### config.mk
export PLATFORM = sky130hd
export DESIGN_NAME = git_ctrl
export DESIGN_NICKNAME = d
export VERILOG_FILES = /design/src/hdl/assert_macros.svh /design/src/hdl/git_pkg.sv /design/src/hdl/git_ctrl.sv
export SDC_FILE = /design/constraint.sdc
export NUM_CORES = 1
export LEC_CHECK = 0
export CORE_AREA = 4 4 41 43
export DETAILED_ROUTE_END_ITERATION = 12
export DIE_AREA = 0 0 45 47
export DONT_BUFFER_PORTS = 1
export PLACE_DENSITY_LB_ADDON = 0.08
export SLEW_MARGIN = 10
export SYNTH_ARGS = -nofsm -noshare
export SYNTH_HDL_FRONTEND = slang
export SYNTH_SLANG_ARGS = --single-unit
export TNS_END_PERCENT = 100
### constraint.sdc
create_clock -name i_clk -period 1.3 [get_ports i_clk]
set_clock_uncertainty 0.1 [all_clocks]
set_input_delay 0 -clock i_clk [delete_from_list [all_inputs] [get_ports i_clk]]
set_output_delay 0 -clock i_clk [all_outputs]
set_load 0.02 [all_outputs]
### src/hdl/assert_macros.svh
// Assertion macros shared by the RTL of the gradient interval table.
// Plain text macros only; each use stands on a line of its own.
`ifndef ASSERT_MACROS_SVH
`define ASSERT_MACROS_SVH

// Consequence must hold in the clock cycle after the antecedent.
`define ASSERT_NEXT(label, clk, rst_n, ante, cons) \
    label: assert property (@(posedge clk) disable iff (!rst_n) (ante) |=> (cons)) \
        else $error("assertion failed: next-cycle consequence");

// Expression must hold at every clock edge out of reset.
`define ASSERT_ALWAYS(label, clk, rst_n, expr) \
    label: assert property (@(posedge clk) disable iff (!rst_n) (expr)) \
        else $error("assertion failed: invariant");

`endif

### src/hdl/git_pkg.sv
// Package of the gradient interval table: payload types, state codes,
// command and status bundles, fixed-point helpers. No dependencies.
package git_pkg;

    localparam int POS_W     = 20;
    localparam int COL_W     = 16;
    localparam int VAL_W     = 32;
    localparam int IDX_OUT_W = 5;
    localparam int NCH       = 4;
    localparam int NUM_W     = 32;
    localparam int DEN_W     = 21;
    localparam int PROD_W    = POS_W + VAL_W;
    localparam int DIFF_W    = PROD_W - 16 + 1;
    localparam int DIV_CNT_W = 5;

    localparam logic signed [POS_W-1:0] POS_NEG_INF = 20'sh80000;
    localparam logic signed [POS_W-1:0] POS_POS_INF = 20'sh7FFFF;

    typedef enum logic [1:0] {
        KIND_CLEAR  = 2'd0,
        KIND_APPEND = 2'd1,
        KIND_FIND   = 2'd2,
        KIND_NEXT   = 2'd3
    } t_kind;

    typedef enum logic [1:0] {
        STAT_OK      = 2'd0,
        STAT_FULL    = 2'd1,
        STAT_NOMATCH = 2'd2
    } t_status;

    typedef struct packed {
        logic [1:0]             kind;
        logic signed [POS_W-1:0] position;
        logic signed [POS_W-1:0] position_end;
        logic                   increasing;
        logic signed [COL_W-1:0] start_red;
        logic signed [COL_W-1:0] start_green;
        logic signed [COL_W-1:0] start_blue;
        logic signed [COL_W-1:0] start_alpha;
        logic signed [COL_W-1:0] end_red;
        logic signed [COL_W-1:0] end_green;
        logic signed [COL_W-1:0] end_blue;
        logic signed [COL_W-1:0] end_alpha;
    } t_in_item;

    typedef struct packed {
        logic [1:0]             status;
        logic [IDX_OUT_W-1:0]   entry_index;
        logic signed [VAL_W-1:0] bias_red;
        logic signed [VAL_W-1:0] bias_green;
        logic signed [VAL_W-1:0] bias_blue;
        logic signed [VAL_W-1:0] bias_alpha;
        logic signed [VAL_W-1:0] slope_red;
        logic signed [VAL_W-1:0] slope_green;
        logic signed [VAL_W-1:0] slope_blue;
        logic signed [VAL_W-1:0] slope_alpha;
    } t_out_item;

    typedef struct packed {
        logic signed [POS_W-1:0]     start_pos;
        logic signed [POS_W-1:0]     end_pos;
        logic [NCH-1:0][VAL_W-1:0]   bias;
        logic [NCH-1:0][VAL_W-1:0]   slope;
    } t_entry;

    typedef enum logic [3:0] {
        S_IDLE,
        S_DISPATCH,
        S_DIV,
        S_SLOPE,
        S_PROD,
        S_BIAS,
        S_BS_ISSUE,
        S_BS_CMP,
        S_CHK_ISSUE,
        S_CHK,
        S_RESP
    } t_state;

    typedef struct packed {
        logic       load;
        logic       clear;
        logic       div_step;
        logic       slope;
        logic       prod;
        logic       bias_write;
        logic       bs_read;
        logic       bs_update;
        logic       nx_init;
        logic       nx_advance;
        logic       chk_read;
        logic       res_hit;
        logic       res_zero;
        logic [1:0] res_code;
        logic       emit;
    } t_cmd;

    typedef struct packed {
        logic [1:0] kind;
        logic       full;
        logic       empty;
        logic       div_last;
        logic       bs_done;
        logic       hit;
        logic       nx_last;
        logic       out_free;
        logic       cur_ok;
    } t_sts;

    function automatic logic is_inf(input logic signed [POS_W-1:0] p);
        return (p == POS_NEG_INF) || (p == POS_POS_INF);
    endfunction

    // Apply sign to an unsigned quotient and clamp to int32.
    function automatic logic [VAL_W-1:0] sat_slope(input logic neg, input logic [NUM_W-1:0] q);
        logic [VAL_W-1:0] r;
        if (!neg) begin
            r = q[NUM_W-1] ? 32'h7FFF_FFFF : q;
        end else begin
            r = (q > 32'h8000_0000) ? 32'h8000_0000 : (~q + 32'd1);
        end
        return r;
    endfunction

    function automatic logic [VAL_W-1:0] sat_bias(input logic [DIFF_W-1:0] v);
        logic [VAL_W-1:0] r;
        if (v[DIFF_W-1:VAL_W-1] == '0 || v[DIFF_W-1:VAL_W-1] == '1) begin
            r = v[VAL_W-1:0];
        end else begin
            r = v[DIFF_W-1] ? 32'h8000_0000 : 32'h7FFF_FFFF;
        end
        return r;
    endfunction

endpackage

### src/hdl/git_ctrl.sv
// Controller of the gradient interval table: sequences clear, append, binary
// search and wrap-around walk. Depends on git_pkg.
module git_ctrl (
    input  logic          i_clk,
    input  logic          i_rst_n,
    input  logic          i_valid,
    output logic          o_in_ready,
    input  git_pkg::t_sts i_sts,
    output git_pkg::t_cmd o_cmd
);
    import git_pkg::*;

    t_state r_state;
    t_state n_state;

    always_ff @(posedge i_clk) begin
        if (!i_rst_n) begin
            r_state <= S_IDLE;
        end else begin
            r_state <= n_state;
        end
    end

    always_comb begin
        n_state = r_state;
        case (r_state)
            S_IDLE: begin
                if (i_valid) n_state = S_DISPATCH;
            end
            S_DISPATCH: begin
                case (i_sts.kind)
                    KIND_CLEAR:  n_state = S_RESP;
                    KIND_APPEND: n_state = i_sts.full ? S_RESP : S_DIV;
                    KIND_FIND:   n_state = i_sts.empty ? S_RESP : S_BS_ISSUE;
                    KIND_NEXT:   n_state = i_sts.empty ? S_RESP : S_CHK_ISSUE;
                    default:     n_state = S_RESP;
                endcase
            end
            S_DIV: begin
                if (i_sts.div_last) n_state = S_SLOPE;
            end
            S_SLOPE:     n_state = S_PROD;
            S_PROD:      n_state = S_BIAS;
            S_BIAS:      n_state = S_RESP;
            S_BS_ISSUE:  n_state = i_sts.bs_done ? S_CHK : S_BS_CMP;
            S_BS_CMP:    n_state = S_BS_ISSUE;
            S_CHK_ISSUE: n_state = S_CHK;
            S_CHK: begin
                if (i_sts.hit || i_sts.kind == KIND_FIND || i_sts.nx_last) begin
                    n_state = S_RESP;
                end else begin
                    n_state = S_CHK_ISSUE;
                end
            end
            S_RESP: begin
                if (i_sts.out_free) n_state = S_IDLE;
            end
            default: n_state = S_IDLE;
        endcase
    end

    always_comb begin
        o_cmd      = '0;
        o_in_ready = 1'b0;
        case (r_state)
            S_IDLE: begin
                o_in_ready = 1'b1;
                o_cmd.load = i_valid;
            end
            S_DISPATCH: begin
                case (i_sts.kind)
                    KIND_CLEAR: begin
                        o_cmd.clear    = 1'b1;
                        o_cmd.res_zero = 1'b1;
                        o_cmd.res_code = STAT_OK;
                    end
                    KIND_APPEND: begin
                        o_cmd.res_zero = i_sts.full;
                        o_cmd.res_code = STAT_FULL;
                    end
                    KIND_FIND: begin
                        o_cmd.res_zero = i_sts.empty;
                        o_cmd.res_code = STAT_NOMATCH;
                    end
                    KIND_NEXT: begin
                        o_cmd.res_zero = i_sts.empty;
                        o_cmd.res_code = STAT_NOMATCH;
                        o_cmd.nx_init  = !i_sts.empty;
                    end
                    default: o_cmd.res_code = STAT_OK;
                endcase
            end
            S_DIV:   o_cmd.div_step   = 1'b1;
            S_SLOPE: o_cmd.slope      = 1'b1;
            S_PROD:  o_cmd.prod       = 1'b1;
            S_BIAS:  o_cmd.bias_write = 1'b1;
            S_BS_ISSUE: begin
                o_cmd.chk_read = i_sts.bs_done;
                o_cmd.bs_read  = !i_sts.bs_done;
            end
            S_BS_CMP:    o_cmd.bs_update = 1'b1;
            S_CHK_ISSUE: o_cmd.chk_read  = 1'b1;
            S_CHK: begin
                if (i_sts.hit) begin
                    o_cmd.res_hit = 1'b1;
                end else if (i_sts.kind == KIND_FIND || i_sts.nx_last) begin
                    o_cmd.res_zero = 1'b1;
                    o_cmd.res_code = STAT_NOMATCH;
                end else begin
                    o_cmd.nx_advance = 1'b1;
                end
            end
            S_RESP: o_cmd.emit = i_sts.out_free;
            default: o_cmd = '0;
        endcase
    end

endmodule

==> results_dict.tcl, run 1 <==
set metrics [dict create \
    rows 13 \
    die_height_um 47 \
    grt-worst-endpoint "o_cmd[6]" \
    stop_error "[ERROR DPL-0038] Utilization greater than 100%, impossible to legalize" \
    synth_top_area_share_pct 16.5 \
    synth_area_leaders "dfxtp_1 17%, nor2b_1 7.8%, nor2_1 6.2%" \
    clk_path_buf_depth 2 \
    synth-seq-area-share_pct 16.5 \
    ys_ff_latch 4 \
    synth_top_area_cell "dfxtp_1" \
    syn-cell-area_um2 484 \
    grt_max_degree 9 \
    post-dp-hpwl_um 1170 \
    io_buffers 0 \
    place_area_um2 739 \
    start_util_pct 37.2 \
    postSynthCellCount 72 \
    numCtsBuffers 3 \
    outcome "stopped before the end" \
    synth.distinct_cells 29 \
    clock_sinks 4 \
    fp.dieW_um 45 \
    htreeDepth 1 \
    ys_warn_count 0 \
    syn-num-nets 85 \
    failing_step "global routing (5_1_grt)" \
    endpoint_type "primary output" \
    ios 30 \
    cts_root_buf "clkbuf_4" \
    synth_area_per_cell_um2 6.73 \
    gp_congestion 0.741 \
]
[repair_timing]
action,in CTS
setup endpoints to repair,20
endpoints found under the hold margin,6
hold buffers,5
setup buffers,4
pin swaps,10
gates resized for setup,40
[cell usage after synthesis]
| cell | instances |
|---|---|
| nor2_1 | 8 |
| nand2_1 | 6 |
| nor2b_1 | 6 |
| nor3_1 | 5 |
| and2_1 | 4 |
| buf_2 | 4 |
| dfxtp_1 | 4 |
| a21oi_1 | 3 |
| nand2b_1 | 3 |
| nor3b_1 | 3 |
| o21ai_0 | 3 |
| and3_1 | 2 |
| inv_1 | 2 |
| o21ai_1 | 2 |
| o31a_1 | 2 |
| o32ai_1 | 2 |
| a22o_1 | 1 |
| a32oi_1 | 1 |
| and3b_1 | 1 |
| and4bb_2 | 1 |
| clkbuf_1 | 1 |
| mux2i_1 | 1 |
| nand3b_1 | 1 |
| nand4_1 | 1 |
| nor4_1 | 1 |
| o2111ai_1 | 1 |
| o31ai_1 | 1 |
| o31ai_2 | 1 |
| or3_1 | 1 |
[per-stage QoR]
stage | setup TNS, ps | setup WS, ps | utilization (%) | instances | hold slack [ps]
4_1_cts | -2270 | -305 | 75.4 | 122 | 9.57
3_5_place_dp | -797 | -151 | 56.8 | 110 | -62.7
3_3_place_gp | -717 | -136 | 56.8 | 110 | -62.3
2_1_floorplan | -403 | -165 | - | 72 | -65.1
[logic make-up after synthesis]
logic type | count (synthesis) | share of synthesized area, %
simple gates | 43 | 49.9
compound gates | 17 | 25.1
buf+inv | 7 | 6.46
flops | 4 | 16.5
mux | 1 | 2.07
==> inputs of run 2 (changes only) <==
- CORE_AREA: 4 4 41 43 -> 4 4 65 67
- DIE_AREA: 0 0 45 47 -> 0 0 69 71
- PLACE_DENSITY_LB_ADDON: 0.08 -> 0.15
- clock period: 1.3 -> 1.69 ns (I/O delays scaled with it)
==> results_dict.tcl, run 2 <==
set metrics [dict create \
    outcome "complete, but fails checks" \
    violations "negative hold slack" \
    multiInputGateArea_um2 393 \
    area_growth_pct 51.7 \
    p_leak_uw 0.000289 \
    fin_ws_ps 88.8 \
    slowest_delay_ps 390 \
    maxSlewHeadroom_pct 70.2 \
    grt_pass1_wl_um 2720 \
    io_buffers 0 \
    drt-pass1-iter-count 3 \
    core_um2 3630 \
    synth-seq-area-share_pct 16.5 \
    synthFlopType "dfxtp_1" \
    rows 22 \
    largest_reg_flops 4 \
    synth-edff-count 0 \
    synthMuxAreaShare_pct 2.07 \
    finalHoldViolCount 1 \
    fin_crit_ps 1600 \
    post-dp-hpwl_um 1270 \
    max_slew.worst_pin.slew_ps 446 \
    irDropWorstVdd_mv 0.392 \
    p_total_uw 1310 \
    rsz0062_at_grt "false" \
    async_flop_share_pct 0 \
    top_regs "r_state (4)" \
    ys_warn_count 0 \
    clock_sinks 4 \
    post-place-ws_ps 139 \
    routed_wl_um 1590 \
    use_met1_pct 7.20 \
    antenna_found_initial 0 \
    synth.distinct_cells 29 \
    overflow 0 \
    synth_area_per_cell_um2 6.73 \
    dieArea_um2 4900 \
    hold_class "input port to register" \
    top_usage_layer "met2" \
    min_period_over_period_pct 94.7 \
    nets 104 \
    numCtsBuffers 3 \
    hold_ws_ps -6.33 \
    regMostFlops "r_state" \
    tns_ps 0 \
    final_cell_mix "16 x buf_4, 8 x nor2_1, 6 x nor2b_1, 6 x nand2_1, 5 x nor3_1" \
    cp_max_fo 7 \
    drtIter0Drc 19 \
    ff_latch_area_um2 82.6 \
    cts_tree "yes" \
    syn-num-nets 85 \
    synth_compound_area_share_pct 25.1 \
    htreeDepth 1 \
    groute.usage.overall_pct 7.05 \
    nFillCells 418 \
    crit_path_end_kind "output port" \
    synth_adder_area_share_pct 0 \
    synth_area_leaders "dfxtp_1 17%, nor2b_1 7.8%, nor2_1 6.2%" \
    ant_nets 0 \
    max_freq_mhz 625 \
    postSynthCellCount 72 \
    use_met3_pct 4.55 \
    synth_top_area_share_pct 16.5 \
    reg2reg_setup_slack_ps 280 \
    powerDensity_nw_per_um2 1790 \
    required_ps 1590 \
    postCtsSetupBuffers 0 \
    synth_top_family_by_area "simple AND/OR/NAND/NOR gates" \
    layout_commonest_cell "buf_4" \
    path_cells "nand2b_1 > or3_4 > o32ai_2 > buf_4" \
    setup_viol 0 \
    slew_violations 0 \
    diodes 0 \
    vias 569 \
    crit_arrival_ps 1500 \
    vias_per_cell 4.15 \
    yosysMostFrequentCell "nor2_1" \
    ys_ff_latch 4 \
    synth-simple-area-share_pct 49.9 \
    fp.dieW_um 69 \
    maxCapViolCount 0 \
    synth_top_area_cell "dfxtp_1" \
    ys_top_cells_by_count "8 x nor2_1, 6 x nand2_1, 6 x nor2b_1" \
    clk_pin_slew_worst_paths_ps 30 \
    gp_congestion 0.694 \
    ios 30 \
    synthXorXnorAreaFrac_pct 0 \
    clk_path_buf_depth 2 \
    wire_per_inst_um 11.6 \
    use_met2_pct 11.7 \
    crit_type "register to output port" \
    grt_pass1_vias 557 \
    die_height_um 71 \
    place_area_um2 647 \
    finish.instance_area_um2 734 \
    post_route_cells_drive_above_1_share_pct 30.3 \
    insertion_delay_ps 220 \
    slowest_stage "or3_4" \
    startpoint_type "register" \
    drc 0 \
    syn-cell-area_um2 484 \
    cts_root_buf "clkbuf_8" \
    start_util_pct 13.3 \
    grt_max_degree 16 \
]
## run 2: cell counts after synthesis
No cell type changed its count.
## run 2: cell families after synthesis
family	Yosys count
muxes	1
buffers and inverters	7
and+or+nand+nor	43
AOI/OAI and AO/OA	17
DFF	4
## run 2: area by class of cell
cell class                      count  share of cell area, %
Multi-Input combinational cell     61                   53.5
Tap cell                           48                   8.18
Sequential cell                     4                   11.2
Timing Repair Buffer               19                   20.4
Inverter                            2                   1.02
Clock buffer                        3                   5.62
## run 2: where the power goes
part / total [µW] / switching [µW] / internal, µW
logic: 884 / 486 / 398
clock network: 200 / 48.1 / 152
registers: 228 / 81.4 / 147
## run 2: metrics by stage
step | utilization, % | cells
2_1_floorplan | - | 72
3_3_place_gp | 17.8 | 131
3_5_place_dp | 17.8 | 131
4_1_cts | 19.9 | 137
5_1_grt | 20.2 | 137
6_report | 20.2 | 137
## run 2: timing repair
action,4_1_cts,5_1_grt
hold endpoints to repair,4,0
pin swaps,0,1
gates resized for setup,2,4
cloned,0,0
hold buffers,3,0
setup endpoints to repair,2,3
## run 2: path summary, 6_finish.rpt
| path | startpoint | end | cells after the start |
|---|---|---|---|
| worst min register to register | r_state[1] | r_state[1] | 2 |
| worst min-delay path | i_sts[2] | r_state[1] | 3 |
| worst max-delay path | r_state[2] | o_cmd[3] | 4 |
| worst max register to register | r_state[2] | r_state[3] | 4 |
## run 2: per-layer routing
metal	part of all wire, %	routed length [µm]	vias up
li1	-	-	296
met1	42	663	254
met2	49	783	15
met3	7.8	123	4
met4	1.1	17	0
met5	0	0	-
## run 2: critical path, delay by kind of cell (launching register included)
kind,cells,cell delay (ps)
simple gates,2,560
flops,1,290
compound gates,1,260
buf+inv,1,180
(Power assumes the default switching activity.)
==> inputs of run 3 (changes only) <==
- ABC_AREA: not set -> 1
==> results_dict.tcl, run 3 <==
set metrics [dict create \
    outcome "completed" \
    ys_ff_latch 4 \
    synth.distinct_cells 18 \
    largest_reg_flops 4 \
    rows 22 \
    top_regs "r_state (4)" \
    die_height_um 71 \
    grt_pass1_vias 578 \
    syn-num-nets 104 \
    startpoint_type "register" \
    vias 585 \
    regMostFlops "r_state" \
    rsz0062_at_grt "false" \
    io_buffers 0 \
    maxCapViolCount 0 \
    maxSlewHeadroom_pct 72.8 \
    htreeDepth 1 \
    ys_warn_count 0 \
    synth-edff-count 0 \
    wire_per_inst_um 9.70 \
    ys_top_cells_by_count "20 x nand2_1, 19 x inv_1, 14 x nor2_1" \
    post-place-ws_ps 275 \
    crit_arrival_ps 1430 \
    area_growth_pct 42.7 \
    nFillCells 449 \
    synth-seq-area-share_pct 16.8 \
    synth_top_area_share_pct 16.8 \
    p_leak_uw 0.000355 \
    synth_area_per_cell_um2 5.25 \
    numCtsBuffers 3 \
    core_um2 3630 \
    drc 0 \
    clock_sinks 4 \
    final_cell_mix "20 x nand2_1, 19 x inv_1, 14 x nor2_1, 7 x nor2_2, 7 x buf_4" \
    drtIter0Drc 9 \
    grt_pass1_wl_um 2400 \
    tns_ps 0 \
    ff_latch_area_um2 80.1 \
    irDropWorstVdd_mv 0.291 \
    postCtsSetupBuffers 0 \
    crit_type "register to output port" \
    hold_class "input port to register" \
    clk_path_buf_depth 2 \
    max_slew.worst_pin.slew_ps 407 \
    antenna_found_initial 0 \
    vias_per_cell 3.80 \
    synthFlopType "dfxtp_1" \
    drt-pass1-iter-count 4 \
    synth_top_area_cell "dfxtp_1" \
    post-dp-hpwl_um 1290 \
    nets 121 \
    overflow 0 \
    routed_wl_um 1490 \
    place_area_um2 591 \
    yosysMostFrequentCell "nand2_1" \
    gp_congestion 0.719 \
    start_util_pct 13.2 \
    stdcell_count 154 \
    crit_buf_inv 1 \
    groute.usage.overall_pct 5.97 \
    crit_path_end_kind "output port" \
    post_cts_resized 0 \
    powerDensity_nw_per_um2 1630 \
    setup_viol 0 \
    syn-cell-area_um2 478 \
    fin_ws_ps 159 \
    crit_family "simple AND/OR/NAND/NOR gates" \
    dieArea_um2 4900 \
    max_freq_mhz 653 \
    clk_pin_slew_worst_paths_ps 30 \
    cts_root_buf "clkbuf_8" \
    slowest_delay_ps 470 \
    multiInputGateArea_um2 312 \
    diodes 0 \
    postSynthCellCount 91 \
    ant_nets 0 \
    numPlacedInstances 146 \
    hold_buffers 5 \
    finalHoldViolCount 0 \
    layout_commonest_cell "nand2_1" \
    finish.instance_area_um2 682 \
    min_period_over_period_pct 90.6 \
    synth_area_leaders "dfxtp_1 17%, nand2_1 16%, inv_1 15%" \
    insertion_delay_ps 210 \
    cp_max_fo 7 \
    slew_violations 0 \
    post_route_cells_drive_above_1_share_pct 26.4 \
    slowest_stage "dfxtp_1" \
    fin_crit_ps 1530 \
    grt_max_degree 8 \
    required_ps 1590 \
    p_total_uw 1110 \
    fp.dieW_um 69 \
    path_cells "nand2_1 > nor3_2 > inv_1 > nor2_1" \
    async_flop_share_pct 0 \
    cts_tree "yes" \
    ios 30 \
]
run 3: kinds of logic (layout without fill, tap and decap cells):
| group | after synthesis | in the layout | synth area share, % |
|---|---|---|---|
| AOI/OAI and AO/OA | 9 | 9 | 11.5 |
| buffers and inverters | 23 | 38 | 18.1 |
| and+or+nand+nor | 55 | 55 | 53.7 |
| DFF | 4 | 4 | 16.8 |
run 3: final cells by class:
type | count | area share [%]
inverters | 23 | 12.7
well taps | 48 | 8.81
flip-flops and latches | 4 | 11.7
repair buffers | 12 | 15.0
multi-input cells | 64 | 45.7
clock buffers | 3 | 6.06
run 3: path summary, 6_finish.rpt:
| path | start | to | slack [ps] | depth (start not counted) |
|---|---|---|---|---|
| worst max register to register | r_state[1] | r_state[1] | 280 | 9 |
| worst min register to register | r_state[0] | r_state[0] | 520 | 1 |
| worst max-delay path | r_state[0] | o_cmd[4] | 160 | 4 |
| worst min-delay path | i_sts[6] | r_state[2] | 30 | 3 |
run 3: report_power, final:
part | leakage (µW) | internal, µW | switching, µW
clock network | 0.0000216 | 151 | 44.1
logic | 0.000300 | 215 | 492
registers | 0.0000328 | 137 | 70.6
run 3: worst reg2reg max path, stage by stage (launching register included):
cell and delay [ps]:
dfxtp_1 450, inv_2 80, nor2_2 130, nand2_1 110
inv_2 140, nand2_2 70, nand2_1 70, nor2_2 40
nand2_1 70, a21oi_2 50
run 3: through the flow:
| step | util [%] | hold WS, ps |
|---|---|---|
| global route | 18.8 | 41.0 |
| detailed placement | 16.3 | -15.6 |
| floorplan | - | -20.2 |
| CTS | 18.8 | 30.9 |
| global placement | 16.3 | -13.4 |
| finish | 18.8 | 28.3 |
run 3: metal layers:
metal	global-route usage (%)	share of wire, %
met4	2.60	0
met5	0	0
met3	1.28	1.9
met1	5.86	40
met2	11.9	59
==> inputs of run 4 (changes only) <==
- PLACE_DENSITY_LB_ADDON: 0.15 -> 0.05
==> results_dict.tcl, run 4 (same netlist as run 3, synthesis figures left out) <==
set metrics [dict create \
    ant_nets 0 \
    drtIter0Drc 12 \
    required_ps 1590 \
    layout_commonest_cell "nand2_1" \
    die_height_um 71 \
    grt_max_degree 8 \
    post-dp-hpwl_um 1370 \
    io_buffers 0 \
    routed_wl_um 1590 \
    p_seq_share_pct 19.1 \
    ios 30 \
    final_cell_mix "20 x nand2_1, 19 x inv_1, 12 x nor2_1, 9 x nor2_2, 7 x buf_4" \
    grt_pass1_vias 559 \
    clk_path_buf_depth 2 \
    cts_root_buf "clkbuf_8" \
    numCtsBuffers 3 \
    min_period_over_period_pct 89.1 \
    antenna_found_initial 0 \
    startpoint_type "register" \
    setup_viol 0 \
    insertion_delay_ps 210 \
    max_freq_mhz 664 \
    rsz0062_at_grt "false" \
    dieArea_um2 4900 \
    post-place-ws_ps 254 \
    cp_max_fo 7 \
    outcome "completed" \
    start_util_pct 13.2 \
    largest_reg_flops 4 \
    max_slew.worst_pin.slew_ps 417 \
    clock_sinks 4 \
    fin_crit_ps 1510 \
    post_route_cells_drive_above_1_share_pct 28.6 \
    crit_path_end_kind "output port" \
    slew_violations 0 \
    clk_pin_slew_worst_paths_ps 30 \
    maxSlewHeadroom_pct 72.1 \
    p_leak_uw 0.000350 \
    top_regs "r_state (4)" \
    vias 558 \
    power_frac_clock_pct 17.2 \
    grt_pass1_wl_um 2620 \
    fin_ws_ps 184 \
    maxCapViolCount 0 \
    sw_frac_of_total_pct 55.3 \
    rows 22 \
    fp.dieW_um 69 \
    postCtsSetupBuffers 0 \
    p_int_uw 504 \
    crit_arrival_ps 1410 \
    cts_tree "yes" \
    crit_type "register to output port" \
    p_switching_uw 624 \
    hold_class "input port to register" \
    area_growth_pct 42.9 \
    core_um2 3630 \
    pwr-share-comb_pct 63.6 \
    drc 0 \
    nets 120 \
    regMostFlops "r_state" \
    vias_per_cell 3.65 \
    diodes 0 \
    groute.usage.overall_pct 6.67 \
    overflow 0 \
    irDropWorstVdd_mv 0.546 \
    gp_congestion 0.756 \
    powerDensity_nw_per_um2 1650 \
    htreeDepth 1 \
    tns_ps 0 \
    wire_per_inst_um 10.4 \
    drt-pass1-iter-count 4 \
    finalHoldViolCount 0 \
]
[run 4: cell type report]
cell class	count	area, µm²
inverters	23	86.3
clock buffers	3	41.3
well taps	48	60.1
flip-flops and latches	4	80.1
fillers	458	2950
repair buffers	11	92.6
multi-input cells	64	323
[run 4: what timing repair did]
item                                    in CTS  in global routing
endpoints found under the setup margin       0                  2
hold endpoints to repair                     5                  0
hold buffers                                 4                  0
resized for setup                            0                  3
[run 4: critical path: stages, from the launching register on]
cell and delay [ps]:
dfxtp_1 480, inv_2 70, nor2_2 110, nand2_2 120, nor2_2 140, o21ai_0 80
nand2_1 180
[run 4: stage by stage]
stage                     util (%)  std cells  area [µm²]  hold WS (ps)  total power (µW)
final                         18.8        153         683          3.50              1130
after global routing          18.8        153         683          29.0              1260
after CTS                     18.5        153         672          13.4              1140
after detailed placement      16.3        146         591         -8.37               931
after global placement        16.3        146         591         -13.4               951
after floorplan                  -         91         478         -20.2               758
[run 4: final timing paths]
check | start | endpoint | slack [ps] | cells past startpoint
hold reg to reg | r_state[0] | r_state[0] | 540 | 1
hold / removal | i_sts[1] | r_state[1] | 4 | 5
setup reg to reg | r_state[1] | r_state[1] | 270 | 9
setup / recovery | r_state[0] | o_cmd[3] | 180 | 6
[run 4: power groups by stage]
stage / combinational, µW / sequential, µW / clock (µW)
after global routing: 820 / 224 / 212
after floorplan: 563 / 195 / 0
after global placement: 732 / 219 / 0
after CTS: 726 / 213 / 203
after detailed placement: 717 / 215 / 0
final: 718 / 216 / 194
[run 4: layer usage]
| layer | part of all wire [%] | track usage, % | wire (µm) |
|---|---|---|---|
| met2 | 46 | 9.64 | 736 |
| met1 | 47 | 8.63 | 752 |
| met3 | 6.1 | 2.98 | 97 |
| met4 | 0 | 2.60 | 0 |
| met5 | 0 | 0 | 0 |
